<file path="config.mk">
export PLATFORM = sky130hd
export DESIGN_NAME = date_offset_weekday_calc_core
export DESIGN_NICKNAME = d
export VERILOG_FILES = /design/src/sv/dowc_pkg.sv /design/src/sv/dowc_alu.sv /design/src/sv/dowc_seq.sv /design/src/sv/date_offset_weekday_calc_core.sv
export SDC_FILE = /design/constraint.sdc
export NUM_CORES = 1
export LEC_CHECK = 0
export BUFFER_PORTS_ARGS = -buffer_cell sky130_fd_sc_hd__buf_2
export CORE_MARGIN = 2
export CORE_UTILIZATION = 45
export DETAILED_ROUTE_END_ITERATION = 12
export SLEW_MARGIN = 10
export SYNTH_ARGS = -nofsm -noshare
export SYNTH_HDL_FRONTEND = slang
export SYNTH_SLANG_ARGS = --single-unit
</file>
<file path="constraint.sdc">
create_clock -name clk_i -period 18.7 [get_ports clk_i]
set_input_delay 1.87 -clock clk_i [delete_from_list [all_inputs] [get_ports clk_i]]
set_output_delay 1.87 -clock clk_i [all_outputs]
set_load 0.02 [all_outputs]
</file>
<file path="src/sv/dowc_pkg.sv">
package dowc_pkg;

  // Largest result year that is reported as in range.
  localparam int MaxYear = 9999;

  // The working year must hold the start year plus or minus the span of the offset.
  localparam int YearW = 17;

  // Length of the Gregorian cycle in years; the weekday and the leap rule repeat with it.
  localparam int YearCycle = 400;

  localparam logic [1:0] StatusOk      = 2'd0;
  localparam logic [1:0] StatusBadDate = 2'd1;
  localparam logic [1:0] StatusRange   = 2'd2;

  typedef struct packed {
    logic [4:0]         in_day;
    logic [3:0]         in_month;
    logic [13:0]        in_year;
    logic signed [15:0] day_offset;
  } req_t;

  typedef struct packed {
    logic [4:0]  out_day;
    logic [3:0]  out_month;
    logic [13:0] out_year;
    logic [2:0]  weekday;
    logic [1:0]  status;
  } rsp_t;

  // The year residue modulo 400 carries everything the leap rule needs.
  function automatic logic is_leap(input logic [8:0] res);
    return (res[1:0] == 2'b00) && (res != 9'd100) && (res != 9'd200) && (res != 9'd300);
  endfunction

  function automatic logic [4:0] days_in(input logic [3:0] m, input logic leap);
    logic [4:0] n;
    case (m)
      4'd2:  n = leap ? 5'd29 : 5'd28;
      4'd4:  n = 5'd30;
      4'd6:  n = 5'd30;
      4'd9:  n = 5'd30;
      4'd11: n = 5'd30;
      default: n = 5'd31;
    endcase
    return n;
  endfunction

  // Month term of the weekday formula, (13 * (m + 1)) / 5, for March (3) to February (14).
  function automatic logic [5:0] month_term(input logic [3:0] mz);
    logic [5:0] t;
    case (mz)
      4'd3:  t = 6'd10;
      4'd4:  t = 6'd13;
      4'd5:  t = 6'd15;
      4'd6:  t = 6'd18;
      4'd7:  t = 6'd20;
      4'd8:  t = 6'd23;
      4'd9:  t = 6'd26;
      4'd10: t = 6'd28;
      4'd11: t = 6'd31;
      4'd12: t = 6'd33;
      4'd13: t = 6'd36;
      4'd14: t = 6'd39;
      default: t = 6'd0;
    endcase
    return t;
  endfunction

  // Non-negative weekday sum before the final reduction modulo 7. Century terms only
  // matter modulo 400 years, since whole four-century groups add a multiple of 7. The
  // year before year zero uses truncating division: year term -1, century terms zero.
  function automatic logic [7:0] zeller_sum(input logic [4:0] d, input logic [3:0] m,
                                            input logic [8:0] res, input logic yzero);
    logic       early;
    logic [3:0] mz;
    logic [8:0] rz;
    logic [1:0] jr;
    logic [8:0] k;
    logic [8:0] s;
    early = (m < 4'd3);
    mz    = early ? m + 4'd12 : m;
    rz    = res;
    if (early) begin
      rz = (res == 9'd0) ? 9'(YearCycle - 1) : res - 9'd1;
    end
    if (rz >= 9'd300) begin
      jr = 2'd3;
      k  = rz - 9'd300;
    end else if (rz >= 9'd200) begin
      jr = 2'd2;
      k  = rz - 9'd200;
    end else if (rz >= 9'd100) begin
      jr = 2'd1;
      k  = rz - 9'd100;
    end else begin
      jr = 2'd0;
      k  = rz;
    end
    s = {4'b0, d} + {3'b0, month_term(mz)};
    if (early && yzero) begin
      s = s - 9'd1;
    end else begin
      s = s + k + {2'b0, k[8:2]} - {6'b0, jr, 1'b0};
    end
    return s[7:0];
  endfunction

endpackage

</file>
<file path="src/sv/dowc_alu.sv">
module dowc_alu (
  input  logic [15:0] a_i,
  input  logic [15:0] b_i,
  output logic [15:0] diff_o,
  output logic        ge_o
);

  logic [16:0] full;

  // The borrow out of the subtraction doubles as the compare result.
  assign full   = {1'b0, a_i} - {1'b0, b_i};
  assign diff_o = full[15:0];
  assign ge_o   = ~full[16];

endmodule

</file>
<file path="src/sv/dowc_seq.sv">
module dowc_seq (
  input  logic             clk_i,
  input  logic             rst_ni,
  input  logic             start_i,
  input  dowc_pkg::req_t   req_i,
  input  logic             out_free_i,
  output logic             busy_o,
  output logic             done_o,
  output dowc_pkg::rsp_t   rsp_o
);

  localparam logic [2:0] SIdle  = 3'd0;
  localparam logic [2:0] SMod   = 3'd1;
  localparam logic [2:0] SCheck = 3'd2;
  localparam logic [2:0] SStep  = 3'd3;
  localparam logic [2:0] SZsum  = 3'd4;
  localparam logic [2:0] SMod7  = 3'd5;
  localparam logic [2:0] SDone  = 3'd6;

  logic [2:0] state_q, state_d;
  logic [1:0] status_q, status_d;

  dowc_pkg::req_t                   req_q, req_d;
  logic [4:0]                       d_q, d_d;
  logic [3:0]                       m_q, m_d;
  logic signed [dowc_pkg::YearW-1:0] yr_q, yr_d;
  logic [13:0]                      res_q, res_d;
  logic [15:0]                      left_q, left_d;
  logic                             neg_q, neg_d;

  logic [15:0] alu_a, alu_b, alu_diff;
  logic        alu_ge;
  logic        leap;
  logic [4:0]  dim, dim_prev;
  logic [3:0]  m_prev;
  logic [5:0]  rest;
  logic        out_of_range;

  assign leap     = dowc_pkg::is_leap(res_q[8:0]);
  assign dim      = dowc_pkg::days_in(m_q, leap);
  assign m_prev   = (m_q == 4'd1) ? 4'd12 : m_q - 4'd1;
  // Only February depends on the year, and stepping into February keeps the year.
  assign dim_prev = dowc_pkg::days_in(m_prev, leap);
  assign rest     = {1'b0, dim} - {1'b0, d_q} + 6'd1;

  assign out_of_range = (yr_q < 0) ||
                        (yr_q > $signed(dowc_pkg::YearW'(dowc_pkg::MaxYear)));

  always_comb begin
    alu_a = left_q;
    alu_b = '0;
    case (state_q)
      SMod: begin
        alu_a = {2'b0, res_q};
        alu_b = 16'(dowc_pkg::YearCycle);
      end
      SStep: begin
        alu_b = neg_q ? {11'b0, d_q} : {10'b0, rest};
      end
      SMod7: begin
        alu_b = 16'd7;
      end
      default: begin
      end
    endcase
  end

  dowc_alu u_alu (
    .a_i    (alu_a),
    .b_i    (alu_b),
    .diff_o (alu_diff),
    .ge_o   (alu_ge)
  );

  always_comb begin
    state_d  = state_q;
    status_d = status_q;
    req_d    = req_q;
    d_d      = d_q;
    m_d      = m_q;
    yr_d     = yr_q;
    res_d    = res_q;
    left_d   = left_q;
    neg_d    = neg_q;
    done_o   = 1'b0;
    case (state_q)
      SIdle: begin
        if (start_i) begin
          req_d    = req_i;
          d_d      = req_i.in_day;
          m_d      = req_i.in_month;
          yr_d     = dowc_pkg::YearW'(req_i.in_year);
          res_d    = req_i.in_year;
          neg_d    = req_i.day_offset[15];
          left_d   = req_i.day_offset[15] ? (~req_i.day_offset + 16'd1) : req_i.day_offset;
          status_d = dowc_pkg::StatusOk;
          state_d  = SMod;
        end
      end
      SMod: begin
        if (alu_ge) begin
          res_d = alu_diff[13:0];
        end else begin
          state_d = SCheck;
        end
      end
      SCheck: begin
        if ((m_q >= 4'd1) && (m_q <= 4'd12) && (d_q != 5'd0) && (d_q <= dim)) begin
          state_d = SStep;
        end else begin
          status_d = dowc_pkg::StatusBadDate;
          state_d  = SDone;
        end
      end
      SStep: begin
        if (left_q == 16'd0) begin
          state_d = SZsum;
        end else if (!neg_q) begin
          if (alu_ge) begin
            left_d = alu_diff;
            d_d    = 5'd1;
            if (m_q == 4'd12) begin
              m_d   = 4'd1;
              yr_d  = yr_q + $signed(dowc_pkg::YearW'(1));
              res_d = (res_q == 14'(dowc_pkg::YearCycle - 1)) ? 14'd0 : res_q + 14'd1;
            end else begin
              m_d = m_q + 4'd1;
            end
          end else begin
            d_d    = d_q + left_q[4:0];
            left_d = '0;
          end
        end else begin
          if (alu_ge) begin
            left_d = alu_diff;
            m_d    = m_prev;
            d_d    = dim_prev;
            if (m_q == 4'd1) begin
              yr_d  = yr_q - $signed(dowc_pkg::YearW'(1));
              res_d = (res_q == 14'd0) ? 14'(dowc_pkg::YearCycle - 1) : res_q - 14'd1;
            end
          end else begin
            d_d    = d_q - left_q[4:0];
            left_d = '0;
          end
        end
      end
      SZsum: begin
        if (out_of_range) begin
          status_d = dowc_pkg::StatusRange;
          state_d  = SDone;
        end else begin
          left_d  = {8'b0, dowc_pkg::zeller_sum(d_q, m_q, res_q[8:0], yr_q == 0)};
          state_d = SMod7;
        end
      end
      SMod7: begin
        if (alu_ge) begin
          left_d = alu_diff;
        end else begin
          state_d = SDone;
        end
      end
      SDone: begin
        if (out_free_i) begin
          done_o  = 1'b1;
          state_d = SIdle;
        end
      end
      default: begin
        state_d = SIdle;
      end
    endcase
  end

  always_comb begin
    if (status_q != dowc_pkg::StatusOk) begin
      rsp_o.out_day   = req_q.in_day;
      rsp_o.out_month = req_q.in_month;
      rsp_o.out_year  = req_q.in_year;
      rsp_o.weekday   = 3'd0;
    end else begin
      rsp_o.out_day   = d_q;
      rsp_o.out_month = m_q;
      rsp_o.out_year  = yr_q[13:0];
      rsp_o.weekday   = left_q[2:0];
    end
    rsp_o.status = status_q;
  end

  assign busy_o = (state_q != SIdle);

  always_ff @(posedge clk_i or negedge rst_ni) begin
    if (!rst_ni) begin
      state_q  <= SIdle;
      status_q <= dowc_pkg::StatusOk;
    end else begin
      state_q  <= state_d;
      status_q <= status_d;
    end
  end

  always_ff @(posedge clk_i) begin
    req_q  <= req_d;
    d_q    <= d_d;
    m_q    <= m_d;
    yr_q   <= yr_d;
    res_q  <= res_d;
    left_q <= left_d;
    neg_q  <= neg_d;
  end

endmodule

</file>
<file path="src/sv/date_offset_weekday_calc_core.sv">
// Adds a signed day offset to a Gregorian date and gives the weekday of the result
// (0 Saturday through 6 Friday). A bad start date returns status 1 and a result year
// outside 0 to 9999 returns status 2; in both cases the start date is echoed and the
// weekday is 0. One request is worked at a time on a single shared subtractor: it
// reduces the year modulo 400 by repeated subtraction, checks the date, steps across
// the month boundaries one at a time, and reduces the weekday sum modulo 7. The
// finished result sits in an output register, so the next request is taken while it
// waits to be collected.
module date_offset_weekday_calc_core (
  input  logic           clk_i,
  input  logic           rst_ni,
  input  logic           in_valid_i,
  output logic           in_stall_o,
  input  dowc_pkg::req_t in_req_i,
  output logic           out_valid_o,
  input  logic           out_stall_i,
  output dowc_pkg::rsp_t out_rsp_o
);

  logic           busy;
  logic           start;
  logic           done;
  logic           out_free;
  logic           out_valid_q;
  dowc_pkg::rsp_t rsp;
  dowc_pkg::rsp_t out_rsp_q;

  assign in_stall_o = busy;
  assign start      = in_valid_i && !busy;
  assign out_free   = !out_valid_q || !out_stall_i;

  dowc_seq u_seq (
    .clk_i      (clk_i),
    .rst_ni     (rst_ni),
    .start_i    (start),
    .req_i      (in_req_i),
    .out_free_i (out_free),
    .busy_o     (busy),
    .done_o     (done),
    .rsp_o      (rsp)
  );

  always_ff @(posedge clk_i or negedge rst_ni) begin
    if (!rst_ni) begin
      out_valid_q <= 1'b0;
    end else if (done) begin
      out_valid_q <= 1'b1;
    end else if (!out_stall_i) begin
      out_valid_q <= 1'b0;
    end
  end

  always_ff @(posedge clk_i) begin
    if (done) begin
      out_rsp_q <= rsp;
    end
  end

  assign out_valid_o = out_valid_q;
  assign out_rsp_o   = out_rsp_q;

  a_done_needs_room: assert property (@(posedge clk_i) disable iff (!rst_ni)
    done |-> out_free)
    else $error("result finished while the output register was still occupied");

  a_start_goes_busy: assert property (@(posedge clk_i) disable iff (!rst_ni)
    start |=> in_stall_o)
    else $error("accepted request did not make the block busy");

  a_ok_weekday_range: assert property (@(posedge clk_i) disable iff (!rst_ni)
    (out_valid_q && (out_rsp_q.status == dowc_pkg::StatusOk)) |-> (out_rsp_q.weekday <= 3'd6))
    else $error("weekday out of range on a good result");

  a_err_weekday_zero: assert property (@(posedge clk_i) disable iff (!rst_ni)
    (out_valid_q && (out_rsp_q.status != dowc_pkg::StatusOk)) |-> (out_rsp_q.weekday == 3'd0))
    else $error("nonzero weekday on a flagged result");

  a_status_code: assert property (@(posedge clk_i) disable iff (!rst_ni)
    out_valid_q |-> ((out_rsp_q.status == dowc_pkg::StatusOk) ||
                     (out_rsp_q.status == dowc_pkg::StatusBadDate) ||
                     (out_rsp_q.status == dowc_pkg::StatusRange)))
    else $error("undefined status code on the output");

endmodule
</file>
Word-level counts from Yosys, hierarchy flattened

Memories as Yosys holds them, arrays and structs flattened.
Index checks and enable logic that the tools add are counted.

Register bits: 114
Bits in latches: 0
Memory bits (writable): 0
Memory bits (read-only): 96
Input bits: 43
Output and inout port bits: 30
Memories: 1

$add $sub $neg: 22
Multiply operators: 0
Div/mod/pow operators: 0
Order comparisons: 9
Equal/unequal tests: 37
Shift operators: 0
Mux-type cells: 81
Bitwise logic cells: 1
Reductions and logical operators: 36

Memories:

| memory           | depth | width | read ports | clocked after memory_dff | wr ports | RTL line       | RTL |
|---|---|---|---|---|---|---|---|
| (name not given) | 16    | 6     | 1          | 0                        | 0        | dowc_pkg.sv:52 | `case (mz)` |

Operators with widths:

| kind                    | count |
|---|---|
| $mux W14                | 10 |
| $mux W17                | 7 |
| $mux W16                | 7 |
| $mux W9                 | 9 |
| $pmux W16 S4            | 1 |
| $pmux W16 S3            | 1 |
| $pmux W14 S3            | 1 |
| $pmux W17 S2            | 1 |
| $logic_not A32 Y1       | 1 |
| $mux W4                 | 8 |
| $pmux W5 S2             | 3 |
| $mux W26                | 1 |
| $mux W5                 | 5 |
| $pmux W3 S7             | 1 |
| $eq A4 B4 Y1 const B    | 5 |
| $ne A2 B2 Y1 const B    | 10 |
| $mux W3                 | 6 |
| $mux W6                 | 3 |
| $add A17 B2 Y17 const B | 1 |
| $gt A17 B15 Y1 const B  | 1 |
| $lt A17 B1 Y1 const B   | 1 |
| $sub A16 B16 Y17        | 1 |
| $sub A17 B2 Y17 const B | 1 |
| $add A16 B1 Y16 const B | 1 |
| 63 further kinds        | 100 |

Depth between registers and ports, before layout

Gate-level depths: netlist of run 1.

Word-level depth: 17
Depth in mapped cells: 32

Hierarchy

From an unflattened synthesis of run 1, not the netlist that was laid out.

Cells, all modules: 1162
Area, all modules: 10362.4 µm²

Modules (own cells, without submodules):

| module                        | instances | cells an instance | area each (µm²) | seq. area each (µm²) |
|---|---|---|---|---|
| dowc_seq                      | 1         | 1003              | 8622.0          | 2527.4 |
| date_offset_weekday_calc_core | 1         | 32                | 883.3           | 865.8 |
| dowc_alu                      | 1         | 127               | 857.1           | 0.0 |

Worst setup path before layout of run 1

OpenSTA, ideal clock, no wires.

Kind: register to register
Start: register u_seq.res_q[0]
End: register u_seq.left_q[6], data pin
Data arrival time: 5.911 ns
Setup slack: 12.518 ns
Cell stages (with the launch flop): 30
Path buffers: 1
Period minus slack after synthesis: 6.182 ns
Path through: edfxtp_1 inv_1 ha_1 or4b_1 buf_2 nor2_4 nor2_1 nor2_1 nor2_1 a31o_2 inv_1 ha_1 inv_1 a2111o_1 a41oi_2 a21oi_2 nor2b_4 or2_4 fa_1 fa_1 inv_1 ha_1 a21o_1 a21o_1 a21o_1 a21oi_1 xor2_1 nor2_1 a21oi_1 o221ai_1

Longest elaborated chain between the ends: 17

RTL lines:

| element                                           | RTL line                       | RTL |
|---|---|---|
| start, declared                                   | dowc_seq.sv:27                 | `logic [13:0] res_q, res_d;` |
| start signal, assigned                            | dowc_seq.sv:208                | `res_q <= res_d;` |
| $sub A9 B1 Y9 or $logic_not A9 Y1 (tied branches) | dowc_pkg.sv:85                 | `rz = (res == 9'd0) ? 9'(YearCycle - 1) : res - 9'd1;` |
| $mux W9                                           | dowc_pkg.sv:85                 |  |
| $mux W9                                           | dowc_pkg.sv:84                 | `if (early) begin` |
| $mux W9                                           | dowc_seq.sv:149                | `if (out_of_range) begin` |
| $mux W9                                           | dowc_seq.sv:86                 | `case (state_q)` |
| $sub A9 B7 Y9 or $ge A9 B7 Y1 (tied branches)     | dowc_pkg.sv:95, dowc_pkg.sv:93 |  |
| $mux W9                                           | dowc_pkg.sv:93                 | `end else if (rz >= 9'd100) begin` |
| $mux W9                                           | dowc_pkg.sv:90                 | `end else if (rz >= 9'd200) begin` |
| (+2 left out)                                     | --                             |  |
| $mux W9                                           | dowc_seq.sv:86                 |  |
| $add A8 B8 Y8                                     | dowc_pkg.sv:104                | `s = s + k + {2'b0, k[8:2]} - {6'b0, jr, 1'b0};` |
| $add A8 B7 Y8                                     | dowc_pkg.sv:104                |  |
| $sub A8 B3 Y8                                     | dowc_pkg.sv:104                |  |
| $mux W8                                           | dowc_pkg.sv:101                | `if (early && yzero) begin` |
| $mux W16                                          | dowc_seq.sv:149                |  |
| $pmux W16 S4 (*)                                  | dowc_seq.sv:86                 |  |
| named net u_seq.left_d[6]                         | dowc_seq.sv:28                 | `logic [15:0] left_q, left_d;` |
| end signal, assigned                              | dowc_seq.sv:209                | `left_q <= left_d;` |
| end, declared                                     | dowc_seq.sv:28                 |  |

The timed path passes the listed nets; every way through them passes the cells marked *. The select of a mux whose other input is x is not followed.
A chain may end at the register's enable or synchronous reset.

Worst setup path after layout of run 1

Same ends and word-level chain as after synthesis.

==> impl_metrics.ini, run 1 <==
[detailed_routing]
drt-vias-per-instance = 5.965
drt_iter0_drc = 776
ant_nets = 0
drc = 0
num_vias = 8769
wire_per_inst_um = 19.17
routed_wl_um = 28180
first_pass_iters = 5

[placed_design]
hpwl_um = 21360
place.gp.congestion = 0.9600
numPortBuffers = 72

[final_layout]
drive_gt1_frac = 0.1403
fin_nets = 1315
area_growth_syn_to_layout_pct = 11.90
nFillCells = 2133
diodes = 0

[grt]
use_met3 = 0.03269
gr-usage-met2 = 0.3835
grt_pass1_wl_um = 44880
overflow = 0
grt_pass1_vias = 8112
grt_start_max_net_pins = 51
grt_usage = 0.2391
antenna_found_initial = 0
grt_util_met1 = 0.3421
grt.busiest_layer = met2

[critical_path]
crit_required_ns = 18.84
cp.buffers_inverters = 4
slowest_delay_ns = 0.65
crit_path_max_fanout = 9
critPathTopFamily = compound AO/OA/AOI/OAI gates
crit_slowest_cell = or4b_1
cp-start-kind = flip-flop
worst_setup_path_end_kind = flip-flop
crit_type = reg -> reg
worstPathArrival_ns = 7.01

[clock_network]
cts_tree = yes
cts-buffers-inserted = 17
cts-resized-gates = 0
clkSlewWorstSetupHoldPaths_ns = 0.06
cts_max_level = 4
clock-root-buffer = clkbuf_16
cts_setup_buffers = 0
insertion_delay_ns = 0.41
cts.path.max_buffers = 2
ctsHoldBuffers = 0
clock-sinks = 114

[synthesis]
ys_ff_latch = 114
ys_top_cells_by_area = edfxtp_1, ha_1, nand2_1
synth.mux.area_fraction = 0.03875
synth_ff_type = edfxtp_1
synth_common_cells = nand2_1, edfxtp_1, o21ai_0
synth_fp_nets = 1259
synth_most_common_cell = nand2_1
synth_area_um2 = 10070
synthAdderAreaFrac = 0.1277
synth-simple-area-share = 0.1751
synthCells = 1121
async_reset_ff_frac = 0.05263
synth_top_family_by_area = compound AO/OA/AOI/OAI gates
synth_compound_area_frac = 0.2068
yosysSeqAreaShare = 0.3369
synth_top_area_share = 0.3219
synthXorXnorAreaFrac = 0.07142
yosysWarnings = 0
yosys.cell_types.count = 89
yosysTopAreaCell = edfxtp_1
syn_area_per_cell_um2 = 8.986
synth-edff-count = 108

[sta]
hold_viol = 0
timing.final.crit_share = 0.3673
slew_headroom = 0.3478
slew_violations = 0
skew_ns = 0.01122
clock.fmax_ghz = 0.1456
grt_setup_unrepaired = no
fin_setup_tns_ns = 0
worst_slew_pin_slew_ns = 0.9783
setup_violations = 0
min_period_ns = 6.869

[die]
design.portCount = 73
core_um2 = 21890
start_util = 0.4602
fp.dieW_um = 153.6
die-area_um2 = 23600
die_h_um = 153.6
std_cell_rows = 54

[job]
drv_cap = 0

[outcome]
outcome = finished, final reports clean

[worst_hold_path]
min_path_type = reg -> reg
sequential cells by signal, summed over array words and instances, names as in the netlist:
register	flops
out_rsp_o	28
u_seq.req_q	23
u_seq.yr_q	17
u_seq.left_q	16
u_seq.res_q	14
u_seq.d_q	5
u_seq.m_q	4
u_seq.state_q	3
u_seq.status_q	2
out_valid_o	1
u_seq.neg_q	1
worst paths after layout:
kind	from	end	slack (ns)	cells after the start
min in group asynchronous	rst_ni	u_seq.state_q[0]$_DFFE_PN0P_	1.27	1
max reg2reg	u_seq.res_q[0]$_DFFE_PP_	u_seq.left_q[6]$_DFFE_PP_	11.83	28
min	out_valid_o$_DFFE_PN0P_	out_valid_o$_DFFE_PN0P_	0.54	2
max in group asynchronous	rst_ni	u_seq.status_q[1]$_DFFE_PN0P_	17.29	1
max	u_seq.res_q[0]$_DFFE_PP_	u_seq.left_q[6]$_DFFE_PP_	11.83	28
min reg2reg	out_valid_o$_DFFE_PN0P_	out_valid_o$_DFFE_PN0P_	0.54	2
worst min-delay path, cell delays in order, from the launching register on:
cell	delay, ns
dfrtp_1	0.37
nand2_1	0.08
nand2_1	0.06
per-stage QoR:
step | util | cell area [um^2] | worst slack, ns | hold slack, ns | cells
finish | 0.5149 | 11270 | 11.83 | 0.5385 | 1470
global route | 0.5149 | 11270 | 11.42 | 0.5577 | 1470
CTS | 0.5149 | 11270 | 11.88 | 0.5479 | 1470
detailed placement | 0.4883 | 10690 | 11.91 | 0.5327 | 1438
global placement | 0.4883 | 10690 | 12.03 | 0.5290 | 1438
floorplan | - | 10070 | 12.52 | 0.4857 | 1121
area by class of cell:
class | instances | area (um^2) | share of cell area
Timing Repair Buffer | 84 | 450.4 | 0.03996
Multi-Input combinational cell | 896 | 6256 | 0.5550
Clock buffer | 17 | 425.4 | 0.03774
Clock inverter | 15 | 156.4 | 0.01387
Inverter | 64 | 240.2 | 0.02131
Tap cell | 280 | 350.3 | 0.03108
Sequential cell | 114 | 3393 | 0.3010
placed cells by master, fill, tap and decap left out, drive strengths merged, types with 9 or more instances in the layout:
cell	n
o31ai	9
edfxtp	108
xnor2	43
a21o	15
nor4	15
fa	13
a211oi	14
buf	84
o22ai	15
nor2b	13
nand2b	11
xor2	37
or3	12
nor3	23
a21oi	74
ha	82
a21boi	10
clkbuf	17
nand3	22
inv	65
nand2	126
o21ai	100
nor2	94
mux2i	12
mux2	24
kinds of logic (layout without fill, tap and decap cells):
| family | Yosys count | count (layout) |
|---|---|---|
| muxes | 36 | 36 |
| and+or+nand+nor | 363 | 363 |
| buffers and inverters | 111 | 180 |
| adders and majority gates | 95 | 95 |
| AOI/OAI and AO/OA | 322 | 322 |
| xor gates and xnor gates | 80 | 80 |
| DFF | 114 | 114 |
routing by layer:
| layer | up-vias | share of wire |
|---|---|---|
| met5 | - | 0 |
| li1 | 4230 | - |
| met2 | 377 | 0.45 |
| met4 | 0 | 0.018 |
| met3 | 42 | 0.070 |
| met1 | 4120 | 0.46 |
Power of run 1 is not shown: default switching activity piles up to over one toggle a cycle in this logic, so the estimate is an artifact.
==> run 2, diff against run 1 <==
==> constraint.sdc (replaced) <==
create_clock -name clk_i -period 5.9 [get_ports clk_i]
set_input_delay 0.59 -clock clk_i [delete_from_list [all_inputs] [get_ports clk_i]]
set_output_delay 0.59 -clock clk_i [all_outputs]
set_load 0.02 [all_outputs]
==> run 2 against run 1 <==
Compared with the run above: largest cell class unchanged; cell area grew 5.0%; critical path type unchanged; global-route usage grew 0.91 points; utilization grew 2.6 points; sequential cell count is the same.
==> impl_metrics.ini, run 2 (synthesized netlist as in run 1, its figures left out) <==
[outcome]
outcome = finished, final reports clean

[grt]
overflow = 0
grt_pass1_vias = 8455
grt_pass1_wl_um = 46360
grt_usage = 0.2482
antenna_found_initial = 0
grt_start_max_net_pins = 57

[sta]
worst_slew_pin_slew_ns = 0.8531
finalHoldWorstSlack_ns = 0.3487
slew_violations = 0
slew_headroom = 0.4313
grt_setup_unrepaired = yes
clock.fmax_ghz = 0.1748
setup_violations = 0
timing.final.crit_share = 0.9695
skew_ns = 0.01229
min_period_ns = 5.720
hold_viol = 0
fin_ws_ns = 0.1798

[critical_path]
r2r-end = u_seq.left_q[7]$_DFFE_PP_
crit_path_max_fanout = 6
r2r-start = u_seq.res_q[1]$_DFFE_PP_
crit_slowest_cell = fa_2
crit_type = reg -> reg
reg2regPathDepth = 30
worst_setup_path_end_kind = flip-flop
reg2reg_slack_ns = 0.18
crit_required_ns = 6.09
slowest_delay_ns = 0.57
worstPathArrival_ns = 5.91
cp-start-kind = flip-flop

[placed_design]
place.gp.congestion = 0.9677
dpl_worst_slack_ns = 0.03958
dpl-instance-area_um2 = 11050
hpwl_um = 22260
numPortBuffers = 72

[final_layout]
nFillCells = 2053
largest_register_ffs = 28
area_growth_syn_to_layout_pct = 17.53
mostFrequentLayoutCell = nand2_1
regArea_um2 = 3393
drive_gt1_frac = 0.1973
final_cell_mix = nand2_1, edfxtp_1, o21ai_0, nor2_1, ha_1
final_area_um2 = 11840
diodes = 0
fin_nets = 1372
multiInputGateArea_um2 = 6360
post-route-util = 0.5408

[detailed_routing]
first_pass_iters = 5
num_vias = 8971
ant_nets = 0
drc = 0
drt_iter0_drc = 758
wire_per_inst_um = 19.12
routed_wl_um = 29190
drt-vias-per-instance = 5.875

[die]
fp.dieW_um = 153.6
die_h_um = 153.6
start_util = 0.4602
design.portCount = 73
std_cell_rows = 54
core_um2 = 21890
die-area_um2 = 23600

[job]
drv_cap = 0

[clock_network]
cts-buffers-inserted = 17
cts_max_level = 4
insertion_delay_ns = 0.43
clkSlewWorstSetupHoldPaths_ns = 0.06
cts.path.max_buffers = 2
clock-root-buffer = clkbuf_16
clock-sinks = 114
cts_tree = yes

[worst_hold_path]
hold_end = u_seq.req_q[32]$_DFFE_PP_
min_path_type = in -> reg
min_path_cells = 1
hold_start = in_req_i[32]
==> run 2: worst max-delay path, delay by kind of cell (launching register included) <==
kind	cells	cell delay, ns
adders and majority gates	6	1.63
buffers and inverters	5	0.32
xor gates and xnor gates	2	0.32
AOI/OAI and AO/OA	8	1.30
DFF	1	0.40
and+or+nand+nor	9	1.49
==> run 2: how the worst max path moves through the flow <==
stage / cells past startpoint / start / slack (ns) / to
finish: 30 / u_seq.res_q[1]$_DFFE_PP_ / 0.18 / u_seq.left_q[7]$_DFFE_PP_
global route: 30 / u_seq.res_q[1]$_DFFE_PP_ / -0.12 / u_seq.left_q[7]$_DFFE_PP_
CTS: 29 / u_seq.res_q[1]$_DFFE_PP_ / 0.007 / u_seq.left_q[6]$_DFFE_PP_
detailed placement: 29 / u_seq.res_q[1]$_DFFE_PP_ / 0.04 / u_seq.left_q[6]$_DFFE_PP_
global placement: 29 / u_seq.res_q[1]$_DFFE_PP_ / 0.17 / u_seq.left_q[6]$_DFFE_PP_
floorplan: 30 / u_seq.res_q[0]$_DFFE_PP_ / 0.005 / u_seq.left_q[6]$_DFFE_PP_
==> run 2: stage by stage <==
stage / setup TNS (ns) / cells
floorplan: 0 / 1121
global placement: 0 / 1481
detailed placement: 0 / 1481
CTS: 0 / 1514
global route: -0.2267 / 1527
finish: 0 / 1527
==> run 2: final cells by class <==
cell class	instances	area share
multi-input cells	896	0.5372
flip-flops and latches	114	0.2866
repair buffers	141	0.07525
clock buffers	17	0.03593
well taps	280	0.02959
inverters	64	0.02050
clock inverters	15	0.01490
==> run 2: layer usage <==
| metal | GRT usage | vias up | share of wire |
|---|---|---|---|
| li1 | - | 4347 | - |
| met1 | 0.3465 | 4287 | 0.46 |
| met2 | 0.3956 | 300 | 0.46 |
| met3 | 0.04256 | 37 | 0.063 |
| met4 | 0.07514 | 0 | 0.022 |
| met5 | 0 | - | 0 |
==> run 2: what timing repair did <==
action | CTS | global route
endpoints found under the hold margin | 6 | 0
hold buffers | 1 | 0
resized for setup | 0 | 24
endpoints found under the setup margin | 0 | 62
buffers inserted | 0 | 13
Power of run 2 is left out for the same reason.
==> run 3, diff against run 2 <==
--- a/config.mk
+++ b/config.mk
@@ -9,6 +9,7 @@
 export CORE_MARGIN = 2
 export CORE_UTILIZATION = 45
 export DETAILED_ROUTE_END_ITERATION = 12
+export MAX_ROUTING_LAYER = met4
 export SLEW_MARGIN = 10
 export SYNTH_ARGS = -nofsm -noshare
 export SYNTH_HDL_FRONTEND = slang
==> run 3 against run 2 <==
Compared with the run above: maximum frequency up 0.86%; routed wire length up 0.33%; register-to-register slack better by 0.05 ns; sequential share of layout area up 0.073 points; critical endpoint is now u_seq.left_q[6]$_DFFE_PP_; largest cell class unchanged.
==> impl_metrics.ini, run 3 (synthesized netlist as in run 1, its figures left out) <==
[outcome]
outcome = finished, final reports clean

[die]
die_h_um = 153.6
core_um2 = 21890
std_cell_rows = 54
design.portCount = 73
die-area_um2 = 23600
start_util = 0.4602
fp.dieW_um = 153.6

[detailed_routing]
dr_wl_met2_um = 13440
wire_per_inst_um = 19.18
drt-vias-per-instance = 5.869
dr.max_layer_used = met4
num_vias = 8962
drt_iter0_drc = 760
first_pass_iters = 6
met3_length_um = 1878
ant_nets = 0
routed_wl_um = 29290
drc = 0
wl_met1_um = 13520

[critical_path]
worst_setup_path_end_kind = flip-flop
cp.buffers_inverters = 4
crit_path_max_fanout = 6
crit_required_ns = 6.05
crit_slowest_cell = fa_1
crit_start = u_seq.res_q[0]$_DFFE_PP_
r2r-start = u_seq.res_q[0]$_DFFE_PP_
critPathTopFamily = compound AO/OA/AOI/OAI gates
cp-start-kind = flip-flop
worstPathArrival_ns = 5.82
crit_type = reg -> reg
slowest_delay_ns = 0.59

[worst_hold_path]
hold_start = in_req_i[32]
min_path_type = in -> reg

[clock_network]
clock-root-buffer = clkbuf_16
clkSlewWorstSetupHoldPaths_ns = 0.06
cts-buffers-inserted = 17
clock-sinks = 114
insertion_delay_ns = 0.43
cts.path.max_buffers = 2
cts_max_level = 4
cts_tree = yes

[grt]
grt_pass1_wl_um = 45610
grt_pass1_vias = 8293
grt_usage = 0.2513
overflow = 0
grt_start_max_net_pins = 50
antenna_found_initial = 1

[sta]
setup_violations = 0
worst_slew_pin_slew_ns = 0.9241
grt_setup_unrepaired = yes
slew_violations = 0
clock.fmax_ghz = 0.1763
hold_viol = 0
fin_ws_ns = 0.2283
min_period_ns = 5.672
timing.final.crit_share = 0.9613
skew_ns = 0.009181
slew_headroom = 0.3792

[final_layout]
drive_gt1_frac = 0.1950
mostFrequentLayoutCell = nand2_1
final_cell_mix = nand2_1, edfxtp_1, o21ai_0, nor2_1, ha_1
largest_register_ffs = 28
fin_nets = 1371
nFillCells = 2056
area_growth_syn_to_layout_pct = 17.23

[placed_design]
dpl_worst_slack_ns = 0.04366
hpwl_um = 22440
numPortBuffers = 72
place.gp.congestion = 0.9590

[job]
drv_cap = 0
==> run 3: changes by cell type in the layout (fill, tap and decap cells not counted), sizes merged <==
cell / delta
buf: -1
clkinv: -1
clkinvlp: +2
diode: +1
inv: -1
==> run 3: metrics by stage <==
stage | util | cells | cell area [um^2] | hold WS (ns) | setup TNS [ns]
floorplan | - | 1121 | 10110 | 0.2944 | 0
global placement | 0.5053 | 1484 | 11060 | 0.4269 | 0
detailed placement | 0.5053 | 1484 | 11060 | 0.4279 | 0
CTS | 0.5324 | 1517 | 11650 | 0.3443 | 0
global route | 0.5394 | 1527 | 11810 | 0.3400 | -0.1758
finish | 0.5394 | 1527 | 11810 | 0.3509 | 0
==> run 3: cell type report <==
| class | instances | area, um^2 | area share |
|---|---|---|---|
| Clock inverter | 15 | 157.7 | 0.01335 |
| Timing Repair Buffer | 140 | 870.8 | 0.07374 |
| Tap cell | 280 | 350.3 | 0.02967 |
| Multi-Input combinational cell | 896 | 6366 | 0.5391 |
| Antenna cell | 1 | 2.502 | 0.0002119 |
| Inverter | 64 | 242.7 | 0.02056 |
| Sequential cell | 114 | 3393 | 0.2873 |
| Clock buffer | 17 | 425.4 | 0.03602 |
==> run 3: worst reg2reg max path: cells and delay by family (launching register included) <==
family / cells / cell delay, ns
compound gates: 10 / 1.76
fa+ha+maj: 5 / 1.46
simple gates: 8 / 1.36
flops: 1 / 0.42
buf+inv: 4 / 0.26
xor+xnor: 1 / 0.15
==> run 3: layer usage <==
layer / global-route usage / vias up
met4: 0.06247 / 0
met3: 0.04538 / 31
li1: - / 4360
met2: 0.3892 / 293
met1: 0.3426 / 4278
met5: - / -
==> run 3: worst paths after layout <==
kind / depth (start not counted) / end / slack, ns
setup / recovery: 28 / u_seq.left_q[6]$_DFFE_PP_ / 0.23
hold / removal: 1 / u_seq.req_q[32]$_DFFE_PP_ / 0.35
setup reg to reg: 28 / u_seq.left_q[6]$_DFFE_PP_ / 0.23
hold reg to reg: 2 / out_valid_o$_DFFE_PN0P_ / 0.54
max in group asynchronous: 2 / u_seq.status_q[0]$_DFFE_PN0P_ / 5.21
min in group asynchronous: 2 / out_valid_o$_DFFE_PN0P_ / 0.53
==> run 3: repair_timing <==
item,4_1_cts,5_1_grt
hold buffers,1,0
gates resized for setup,0,24
setup endpoints to repair,0,68
hold endpoints to repair,6,0
buffers inserted,0,9
Power of run 3 is left out for the same reason.
